$ cat config.mk
export PLATFORM = sky130hd
export DESIGN_NAME = bin_string_hash_extractor_unit
export DESIGN_NICKNAME = d
export VERILOG_FILES = /design/src/rtl/bshe_pkg.sv /design/src/rtl/bshe_parser.sv /design/src/rtl/bshe_out_reg.sv /design/src/rtl/bin_string_hash_extractor_unit.sv
export SDC_FILE = /design/constraint.sdc
export NUM_CORES = 1
export LEC_CHECK = 0
export ABC_AREA = 1
export BUFFER_PORTS_ARGS = -buffer_cell sky130_fd_sc_hd__buf_2
export CAP_MARGIN = 20
export CORE_MARGIN = 2
export CORE_UTILIZATION = 45
export CTS_CLUSTER_DIAMETER = 120
export DETAILED_ROUTE_END_ITERATION = 10
export GPL_ROUTABILITY_DRIVEN = 0
export PLACE_DENSITY = 0.64
export SYNTH_ARGS = -nofsm -noshare
export SYNTH_HDL_FRONTEND = slang
export SYNTH_SLANG_ARGS = --single-unit
$ cat constraint.sdc
create_clock -name i_clk -period 10.4 [get_ports i_clk]
set_input_delay 0 -clock i_clk [delete_from_list [all_inputs] [get_ports i_clk]]
set_output_delay 0 -clock i_clk [all_outputs]
set_load 0.005 [all_outputs]
$ cat src/rtl/bshe_pkg.sv
`timescale 1ns / 1ps

package bshe_pkg;

    localparam logic [31:0] FNV_OFFSET    = 32'h811c9dc5;
    localparam logic [31:0] FNV_PRIME     = 32'h01000193;
    localparam logic [7:0]  STRING_TYPE   = 8'h10;
    localparam logic [2:0]  EV_MARKER_LEN = 3'd6;
    localparam logic [2:0]  MU_MARKER_LEN = 3'd5;
    localparam logic        KIND_EVENTS   = 1'b0;
    localparam logic        KIND_MUSIC    = 1'b1;

    typedef enum logic [12:0] {
        PH_SEARCH   = 13'b0000000000001,
        PH_EV_SIZE  = 13'b0000000000010,
        PH_EV_COUNT = 13'b0000000000100,
        PH_MU_TYPE  = 13'b0000000001000,
        PH_MU_SIZE  = 13'b0000000010000,
        PH_MU_COUNT = 13'b0000000100000,
        PH_MU_NAME  = 13'b0000001000000,
        PH_MU_BTYPE = 13'b0000010000000,
        PH_EV_LEN   = 13'b0000100000000,
        PH_EV_DATA  = 13'b0001000000000,
        PH_MU_LEN   = 13'b0010000000000,
        PH_MU_DATA  = 13'b0100000000000,
        PH_FAILED   = 13'b1000000000000
    } t_phase;

    typedef struct packed {
        logic [31:0] name_hash;
        logic [15:0] name_len;
        logic        hash_valid;
        logic        stream_done;
        logic        malformed;
    } t_result;

    // Marker byte at position idx for the selected container kind.
    function automatic logic [7:0] marker_byte(input logic kind, input logic [2:0] idx);
        logic [7:0] v;
        v = 8'h00;
        if (kind == KIND_MUSIC) begin
            case (idx)
                3'd0:    v = 8'hD4;
                3'd1:    v = 8'h4F;
                3'd2:    v = 8'h9C;
                3'd3:    v = 8'h9F;
                3'd4:    v = 8'h83;
                default: v = 8'h00;
            endcase
        end else begin
            case (idx)
                3'd0:    v = 8'h84;
                3'd1:    v = 8'hE3;
                3'd2:    v = 8'hD8;
                3'd3:    v = 8'h12;
                3'd4:    v = 8'h80;
                3'd5:    v = 8'h10;
                default: v = 8'h00;
            endcase
        end
        return v;
    endfunction

endpackage

$ cat src/rtl/bshe_parser.sv
`timescale 1ns / 1ps

module bshe_parser import bshe_pkg::*; (
    input  logic       i_clk,
    input  logic       i_rst_n,
    input  logic       i_accept,
    input  logic [7:0] i_data_byte,
    input  logic       i_last_byte,
    input  logic       i_cfg_write,
    input  logic       i_cfg_kind,
    output logic       o_emit,
    output t_result    o_result
);

    logic        r_kind;
    t_phase      r_phase, n_phase;
    logic [2:0]  r_matched, n_matched;
    logic [1:0]  r_idx, n_idx;
    logic [31:0] r_acc, n_acc;
    logic [31:0] r_entries, n_entries;
    logic [15:0] r_left, n_left;
    logic [15:0] r_cur_len, n_cur_len;
    logic [31:0] r_hash, n_hash;
    logic        r_stopped, n_stopped;
    logic        r_error, n_error;

    logic [31:0] gathered;
    logic        gather2_done;
    logic        gather4_done;
    logic [31:0] folded;
    logic [31:0] hash_prod;
    logic [31:0] hash_step;
    logic [15:0] left_m1;
    logic [31:0] entries_m1;
    logic [2:0]  marker_len;
    logic [2:0]  matched_p1;
    logic        done;
    t_phase      done_next;

    assign gathered     = r_acc | ({24'd0, i_data_byte} << {r_idx, 3'b000});
    assign gather2_done = (r_idx != 2'd0);
    assign gather4_done = (r_idx == 2'd3);
    assign left_m1      = r_left - 16'd1;
    assign entries_m1   = r_entries - 32'd1;
    assign marker_len   = (r_kind == KIND_MUSIC) ? MU_MARKER_LEN : EV_MARKER_LEN;
    assign hash_prod    = r_hash * FNV_PRIME;
    assign hash_step    = hash_prod ^ folded;

    // Upper case folds to lower; high bytes enter the hash sign-extended.
    always_comb begin
        if (i_data_byte > 8'd64 && i_data_byte < 8'd91) begin
            folded = {24'd0, i_data_byte + 8'd32};
        end else if (i_data_byte[7]) begin
            folded = {24'hFFFFFF, i_data_byte};
        end else begin
            folded = {24'd0, i_data_byte};
        end
    end

    always_comb begin
        n_phase   = r_phase;
        n_matched = r_matched;
        n_idx     = r_idx;
        n_acc     = r_acc;
        n_entries = r_entries;
        n_left    = r_left;
        n_cur_len = r_cur_len;
        n_hash    = r_hash;
        n_stopped = r_stopped;
        n_error   = r_error;
        done      = 1'b0;
        done_next = PH_EV_LEN;
        matched_p1 = 3'd0;
        o_result  = '0;

        unique case (r_phase)
            PH_SEARCH: begin
                if (r_matched < marker_len && i_data_byte == marker_byte(r_kind, r_matched)) begin
                    matched_p1 = r_matched + 3'd1;
                end else if (i_data_byte == marker_byte(r_kind, 3'd0)) begin
                    matched_p1 = 3'd1;
                end else begin
                    matched_p1 = 3'd0;
                end
                n_matched = matched_p1;
                if (matched_p1 == marker_len) begin
                    n_matched = 3'd0;
                    n_idx     = 2'd0;
                    n_acc     = '0;
                    n_phase   = (r_kind == KIND_MUSIC) ? PH_MU_TYPE : PH_EV_SIZE;
                end
            end
            PH_EV_SIZE, PH_MU_SIZE, PH_MU_NAME: begin
                n_acc = gathered;
                n_idx = r_idx + 2'd1;
                if (gather4_done) begin
                    n_idx = 2'd0;
                    n_acc = '0;
                    n_phase = (r_phase == PH_EV_SIZE) ? PH_EV_COUNT :
                              (r_phase == PH_MU_SIZE) ? PH_MU_COUNT : PH_MU_BTYPE;
                end
            end
            PH_EV_COUNT: begin
                n_acc = gathered;
                n_idx = r_idx + 2'd1;
                if (gather4_done) begin
                    n_idx     = 2'd0;
                    n_acc     = '0;
                    n_entries = gathered;
                    n_phase   = (gathered != 32'd0) ? PH_EV_LEN : PH_SEARCH;
                end
            end
            PH_MU_TYPE: begin
                n_acc = gathered;
                n_idx = r_idx + 2'd1;
                if (gather4_done) begin
                    n_idx   = 2'd0;
                    n_acc   = '0;
                    n_phase = (gathered != 32'd0) ? PH_MU_SIZE : PH_SEARCH;
                end
            end
            PH_MU_COUNT: begin
                n_acc = gathered;
                n_idx = r_idx + 2'd1;
                if (gather2_done) begin
                    n_idx     = 2'd0;
                    n_acc     = '0;
                    n_entries = {16'd0, gathered[15:0]};
                    n_phase   = (gathered[15:0] != 16'd0) ? PH_MU_NAME : PH_SEARCH;
                end
            end
            PH_MU_BTYPE: begin
                if (i_data_byte == STRING_TYPE) begin
                    n_phase = PH_MU_LEN;
                end else begin
                    n_error = 1'b1;
                    n_phase = PH_FAILED;
                end
            end
            PH_EV_LEN, PH_MU_LEN: begin
                n_acc = gathered;
                n_idx = r_idx + 2'd1;
                done_next = (r_phase == PH_EV_LEN) ? PH_EV_LEN : PH_MU_NAME;
                if (gather2_done) begin
                    n_idx     = 2'd0;
                    n_acc     = '0;
                    n_cur_len = gathered[15:0];
                    n_left    = gathered[15:0];
                    n_hash    = FNV_OFFSET;
                    n_stopped = 1'b0;
                    if (gathered[15:0] == 16'd0) begin
                        done = 1'b1;
                    end else begin
                        n_phase = (r_phase == PH_EV_LEN) ? PH_EV_DATA : PH_MU_DATA;
                    end
                end
            end
            PH_EV_DATA, PH_MU_DATA: begin
                done_next = (r_phase == PH_EV_DATA) ? PH_EV_LEN : PH_MU_NAME;
                if (!r_stopped) begin
                    if (i_data_byte == 8'd0) begin
                        n_stopped = 1'b1;
                    end else begin
                        n_hash = hash_step;
                    end
                end
                n_left = left_m1;
                done   = (left_m1 == 16'd0);
            end
            PH_FAILED: begin
                n_phase = PH_FAILED;
            end
            default: begin
                n_phase = PH_FAILED;
            end
        endcase

        if (done) begin
            o_result.name_hash  = n_hash;
            o_result.name_len   = n_cur_len;
            o_result.hash_valid = 1'b1;
            n_hash    = FNV_OFFSET;
            n_stopped = 1'b0;
            n_entries = entries_m1;
            n_phase   = (entries_m1 != 32'd0) ? done_next : PH_SEARCH;
        end

        o_result.stream_done = i_last_byte;
        o_result.malformed   = i_last_byte && (n_error || n_phase != PH_SEARCH);
        o_emit = done || i_last_byte;

        // The final byte of a file clears the parse state but keeps the kind.
        if (i_last_byte) begin
            n_phase   = PH_SEARCH;
            n_matched = 3'd0;
            n_idx     = 2'd0;
            n_acc     = '0;
            n_entries = '0;
            n_left    = '0;
            n_cur_len = '0;
            n_hash    = FNV_OFFSET;
            n_stopped = 1'b0;
            n_error   = 1'b0;
        end
    end

    always_ff @(posedge i_clk) begin
        if (!i_rst_n) begin
            r_kind    <= KIND_EVENTS;
            r_phase   <= PH_SEARCH;
            r_matched <= 3'd0;
            r_idx     <= 2'd0;
            r_acc     <= '0;
            r_entries <= '0;
            r_left    <= '0;
            r_cur_len <= '0;
            r_hash    <= FNV_OFFSET;
            r_stopped <= 1'b0;
            r_error   <= 1'b0;
        end else begin
            if (i_accept) begin
                r_phase   <= n_phase;
                r_idx     <= n_idx;
                r_acc     <= n_acc;
                r_entries <= n_entries;
                r_left    <= n_left;
                r_cur_len <= n_cur_len;
                r_hash    <= n_hash;
                r_stopped <= n_stopped;
                r_error   <= n_error;
            end
            // A register write takes effect after a byte accepted in the same cycle.
            if (i_cfg_write) begin
                r_kind    <= i_cfg_kind;
                r_matched <= 3'd0;
            end else if (i_accept) begin
                r_matched <= n_matched;
            end
        end
    end

endmodule

$ cat src/rtl/bshe_out_reg.sv
`timescale 1ns / 1ps

module bshe_out_reg import bshe_pkg::*; (
    input  logic    i_clk,
    input  logic    i_rst_n,
    input  logic    i_load,
    input  t_result i_result,
    input  logic    i_ready,
    output logic    o_valid,
    output t_result o_result,
    output logic    o_can_accept
);

    logic    r_valid;
    t_result r_result;

    // A new word may enter when the register is empty or drains this cycle.
    assign o_can_accept = !r_valid || i_ready;
    assign o_valid      = r_valid;
    assign o_result     = r_result;

    always_ff @(posedge i_clk) begin
        if (!i_rst_n) begin
            r_valid <= 1'b0;
        end else if (i_load) begin
            r_valid <= 1'b1;
        end else if (i_ready) begin
            r_valid <= 1'b0;
        end
    end

    always_ff @(posedge i_clk) begin
        if (i_load) begin
            r_result <= i_result;
        end
    end

endmodule

$ cat src/rtl/bin_string_hash_extractor_unit.sv
`timescale 1ns / 1ps
// String hash extractor for a binary property file streamed one byte per word.
// The slave stream carries one file byte in tdata and marks the final byte of
// the file with tlast. The block looks for the marker chosen by the one-bit
// configuration register, parses the structure behind it and, for every string,
// sends one master word with the case-folded FNV-1 hash and declared length.
// The final byte of a file always produces a word with tlast set; tuser[1]
// then tells whether the file was malformed or truncated.
// The configuration channel is always ready; the user must write it only while
// idle; the block does not enforce it. Throughput is one byte per cycle while
// the output register can take a word: the parser state and hash update (one
// constant multiply and an XOR) are combinational, registered on each accepted
// byte. Its result word, held in the output register, is offered the next cycle.
// Reset returns the parser to marker search and selects the events marker.
// When the receiver stalls, the held word stays put and s_axis_tready drops
// until the output register is taken, so no byte or result is lost.
module bin_string_hash_extractor_unit import bshe_pkg::*; (
    input  logic        i_clk,
    input  logic        i_rst_n,
    input  logic        s_axis_tvalid,
    output logic        s_axis_tready,
    input  logic [7:0]  s_axis_tdata,   // [7:0] data_byte
    input  logic        s_axis_tlast,   // last_byte
    output logic        m_axis_tvalid,
    input  logic        m_axis_tready,
    output logic [47:0] m_axis_tdata,   // [31:0] name_hash, [47:32] name_len
    output logic [1:0]  m_axis_tuser,   // [0] hash_valid, [1] malformed
    output logic        m_axis_tlast,   // stream_done
    input  logic        i_cfg_valid,
    output logic        o_cfg_ready,
    input  logic        i_cfg_data      // container_kind
);

    logic    accept;
    logic    emit;
    logic    can_accept;
    t_result result;
    t_result held;

    assign s_axis_tready = can_accept;
    assign accept        = s_axis_tvalid && can_accept;
    assign o_cfg_ready   = 1'b1;

    bshe_parser u_parser (
        .i_clk       (i_clk),
        .i_rst_n     (i_rst_n),
        .i_accept    (accept),
        .i_data_byte (s_axis_tdata),
        .i_last_byte (s_axis_tlast),
        .i_cfg_write (i_cfg_valid),
        .i_cfg_kind  (i_cfg_data),
        .o_emit      (emit),
        .o_result    (result)
    );

    bshe_out_reg u_out_reg (
        .i_clk        (i_clk),
        .i_rst_n      (i_rst_n),
        .i_load       (accept && emit),
        .i_result     (result),
        .i_ready      (m_axis_tready),
        .o_valid      (m_axis_tvalid),
        .o_result     (held),
        .o_can_accept (can_accept)
    );

    assign m_axis_tdata = {held.name_len, held.name_hash};
    assign m_axis_tuser = {held.malformed, held.hash_valid};
    assign m_axis_tlast = held.stream_done;

endmodule
==> results.txt <==
----------------------------------------------------
[Worst setup path]
  WP data arrival ... between 5000 and 6000 ps
  Kind of launch point of the worst setup path ... flop
  Critical path required time ... between 10000 and 15000 ps
  Endpoint kind of the worst setup timing path ... flop
  Worst path max stage delay ... approximately 560 ps
  CP delay by family, top ... adder cells
  Cell-by-cell listing of the critical path ... ha_1 -> ha_1 -> fa_1 -> ha_1 -> fa_1 -> ha_1 -> inv_1 -> fa_1 -> inv_1 -> ha_1 -> a21oi_1 -> o21ai_0 -> a21oi_1 -> nand3_1 -> a21oi_1 -> o21ai_0 -> a21boi_0 -> nand3_1 -> nand2_1 -> o21ai_0 -> nand2_1 -> inv_1
  Buffering stage count on the worst path with inverters included ... 3
  Maximum fanout encountered on the critical timing path ... 7
  Cell occurring most often along the worst timing path ... sky130_fd_sc_hd__ha_1
  Library cell contributing the largest single delay on the critical path ... sky130_fd_sc_hd__dfxtp_1
  Type of the worst setup path ... reg2reg

[Synth]
  Predominant post-synthesis flop cell ... sky130_fd_sc_hd__dfxtp_1
  Per-instance average area after synthesis ... about 7.3 µm²
  Mapped Area ... 17800 µm²
  Flip-flop and latch count after synthesis ... between 200 and 250
  EDFF count, synth ... between 50 and 60
  Cell type with the largest total area after synthesis ... sky130_fd_sc_hd__dfxtp_1
  Yosys cell types ... 58
  Sequential area share after synthesis ... between 20 and 30%
  Share of flip-flops with an asynchronous set or reset after synthesis ... 0%
  Warnings, synthesis ... 0
  Net count after synthesis ... ~2700
  Largest cells by area after synthesis ... sky130_fd_sc_hd__dfxtp_1, sky130_fd_sc_hd__ha_1, sky130_fd_sc_hd__edfxtp_1
  Synthesized netlist cell count ... approximately 2400
  Top cell type's share of synthesized area ... approximately 17%

[Power]
  Portion of total power attributed to the clock network ... 31.0%
  Switch share ... between 40 and 50%
  Largest voltage drop on the vdd net ... around 0.00012 V
  Sequential group share of total power ... between 20% and 30%
  Power density relative to cell area ... 160 nW/µm²
  Switching power ... between 0.001 and 0.0015 W
  Internal power consumption ... approximately 0.0019 W
  Static leakage ... 8.93 nW
  Combinational share of power ... 41.1%

[Timing]
  Sum Neg Setup Slack ... 0 ps
  Share of the cycle needed by the critical path after routing ... between 50% and 60%
  Total setup violations reported at the end of the flow ... 0
  Clock period minus worst slack ... roughly 5600 ps
  Hold Fails Final Rpt ... 0
  Final max-slew violation count ... 0
  Setup skew after layout ... ~23 ps
  Final critical-path setup slack ... around 4800 ps
  RSZ-0062 raised after global routing ... false
  Normalized max-slew margin ... 21.4%
  Slew at the pin closest to its max-slew limit ... 1170 ps
  Achievable clock frequency ... 0.177 GHz

[Route]
  Remaining DRCs ... 0
  Violation count after the first detailed-routing iteration ... 1410
  Total Wirelength ... 52900 µm
  First-pass DRT Iterations ... 5
  Wire length per cell after detailed routing ... 17.7 µm
  Final antenna-violating net count ... 0
  Vias ... about 16000
  Vias per inst ... between 5 and 6

[Layout]
  Highest-count cells in the layout ignoring fill and taps ... sky130_fd_sc_hd__nand2_1, sky130_fd_sc_hd__inv_1, sky130_fd_sc_hd__nor2_1, sky130_fd_sc_hd__ha_1, sky130_fd_sc_hd__a21oi_1
  Post-layout net count ... 2741
  Synth-to-layout area growth ... 9.00%
  Fraction of layout instances using a drive strength above 1 ... under 10%
  Final cell count without fillers ... 2989
  Most frequent standard cell in the layout excluding fill and tap cells ... sky130_fd_sc_hd__nand2_1
  Final antenna diode count ... 0

[Clocking]
  Library cell used as clock root buffer ... sky130_fd_sc_hd__clkbuf_16
  Post-CTS sizing ... 0
  Maximum buffer depth of the clock tree ... 3
  Clock insertion delay at the later pin of the skew report ... about 570 ps
  Reg clk slew, reported paths ... about 60 ps
  Number of CTS-inserted buffers ... 25
  Clock sink count ... ~200
  TritonCTS clock tree ... yes
  Level count of the clock H-tree ... 1

[Global routing]
  Total global-route track usage ... 25.8%
  Largest net degree at the start of global routing ... 78
  Grt total ovfl ... 0
  Global-route wire length before repair ... 85200 µm
  Vias in the first global route ... between 15000 and 20000
  Number of antenna violations at the first check in global routing ... 0

[Worst hold path]
  Hold WC Path Type ... in2reg

[Status]
  Run status ... finished clean

[Die]
  Die Span Y ... about 200 µm
  Site Rows ... 72
  Core ar. ... about 39000 µm²
  Die width ... approximately 200 µm
  Initial core utilization ... a little under half
  Die area ... 41200 µm²
  IO Pins ... 69

[Place]
  Placed insts ... roughly 3000
  Number of buffers added on ports ... 67
  DP HPWL ... 39400 µm
  Setup Slack @ Placement ... 4870 ps

[Job]
  Max-cap check violation count ... 0

----------------------------------------------------
final timing paths:
path | from | end | slack (ps) | cells past startpoint
worst max-delay path | u_parser.r_hash[12] | u_out_reg.o_result[50] | 4760 | 22
worst min-delay path | s_axis_tvalid | u_parser.r_phase[3] | 20 | 5
worst max register to register | u_parser.r_hash[12] | u_out_reg.o_result[50] | 4760 | 22
worst min register to register | u_parser.r_cur_len[4] | u_parser.r_cur_len[4] | 460 | 2
logic make-up after synthesis:
| family | Yosys count | share of synthesized area, % |
|---|---|---|
| simple gates | 990 | 24.1 |
| buf+inv | 448 | 10.1 |
| compound gates | 422 | 13.4 |
| fa+ha+maj | 274 | 22.4 |
| flops | 201 | 25.4 |
| xor+xnor | 94 | 4.62 |
| other cells | 1 | 0.0210 |
synth_stat cells, types with 3 or more instances:
master	count
sky130_fd_sc_hd__clkbuf_1	45
sky130_fd_sc_hd__or2_1	15
sky130_fd_sc_hd__a211oi_1	8
sky130_fd_sc_hd__o2111ai_1	4
sky130_fd_sc_hd__a31o_2	7
sky130_fd_sc_hd__fa_1	74
sky130_fd_sc_hd__nand3_2	3
sky130_fd_sc_hd__nand2_1	388
sky130_fd_sc_hd__or2_2	13
sky130_fd_sc_hd__o22ai_1	4
sky130_fd_sc_hd__o21a_1	6
sky130_fd_sc_hd__xor2_1	60
sky130_fd_sc_hd__nand3_1	111
sky130_fd_sc_hd__o21bai_1	12
sky130_fd_sc_hd__a21boi_0	3
sky130_fd_sc_hd__o21ai_0	129
sky130_fd_sc_hd__buf_6	8
sky130_fd_sc_hd__buf_2	20
sky130_fd_sc_hd__nor3b_1	3
sky130_fd_sc_hd__o21ai_1	24
sky130_fd_sc_hd__inv_2	10
sky130_fd_sc_hd__o211ai_1	25
sky130_fd_sc_hd__nor3_1	27
sky130_fd_sc_hd__nand3b_1	3
sky130_fd_sc_hd__nor2_2	12
sky130_fd_sc_hd__nand4_1	45
sky130_fd_sc_hd__a21o_1	3
sky130_fd_sc_hd__edfxtp_1	51
sky130_fd_sc_hd__a21oi_1	170
sky130_fd_sc_hd__dfxtp_1	150
sky130_fd_sc_hd__a31oi_1	11
sky130_fd_sc_hd__a21oi_2	6
sky130_fd_sc_hd__buf_1	6
sky130_fd_sc_hd__ha_1	200
sky130_fd_sc_hd__nor4_1	8
sky130_fd_sc_hd__buf_4	9
sky130_fd_sc_hd__nor2_4	5
sky130_fd_sc_hd__inv_1	347
sky130_fd_sc_hd__nand2_2	10
sky130_fd_sc_hd__nor2_1	338
sky130_fd_sc_hd__xnor2_1	34
through the flow:
step	hold WS [ps]	cell area (µm²)	total power (W)	util (%)
6_report	21.9	19400	0.00311	49.9
5_1_grt	57.5	19400	0.00332	49.9
4_1_cts	8.66	19400	0.00311	49.8
3_5_place_dp	288	18500	0.00214	47.4
3_3_place_gp	285	18400	0.00212	47.3
2_1_floorplan	98.9	17800	0.00183	-
routing by layer:
metal	vias to the layer above	global-route usage (%)	share of wire [%]
li1	7986	-	-
met1	7783	36.3	46
met2	619	40.6	43
met3	102	3.68	7.3
met4	0	8.58	3.3
met5	-	0	0
state kept, by name, indices dropped and copies added (netlist names), 2 cells and up:
| signal | flops |
|---|---|
| u_parser.r_phase | 13 |
| u_parser.r_acc | 32 |
| u_parser.r_matched | 3 |
| u_parser.r_left | 16 |
| u_out_reg.o_result | 51 |
| u_parser.r_cur_len | 16 |
| u_parser.r_entries | 32 |
| u_parser.r_idx | 2 |
| u_parser.r_hash | 32 |
worst min-delay path, stage by stage:
cell and delay (ps):
sky130_fd_sc_hd__buf_2 100, sky130_fd_sc_hd__nand2_2 80, sky130_fd_sc_hd__nor2_1 180, sky130_fd_sc_hd__nand2_1 120
sky130_fd_sc_hd__a21oi_1 50
layout make-up:
| class | count | area (µm²) |
|---|---|---|
| Fill cell | 3854 | 19500 |
| Clock inverter | 16 | 210 |
| Clock buffer | 30 | 687 |
| Timing Repair Buffer | 83 | 505 |
| Tap cell | 518 | 648 |
| Sequential cell | 201 | 4530 |
| Inverter | 360 | 1350 |
| Multi-Input combinational cell | 1781 | 11500 |
power groups by stage:
stage                     clock network, W  logic, W  registers, W
after detailed placement                 0   0.00125      0.000884
after CTS                         0.000974   0.00126      0.000867
after floorplan                          0  0.000952      0.000874
after global placement                   0   0.00124      0.000883
final                             0.000964   0.00128      0.000868
after global routing              0.000998   0.00145      0.000872
what timing repair did:
action / CTS / global route
hold endpoints to repair: 7 / 0
buffers inserted: 0 / 0
hold buffers: 4 / 0
Power figures use the tool's default switching activity.
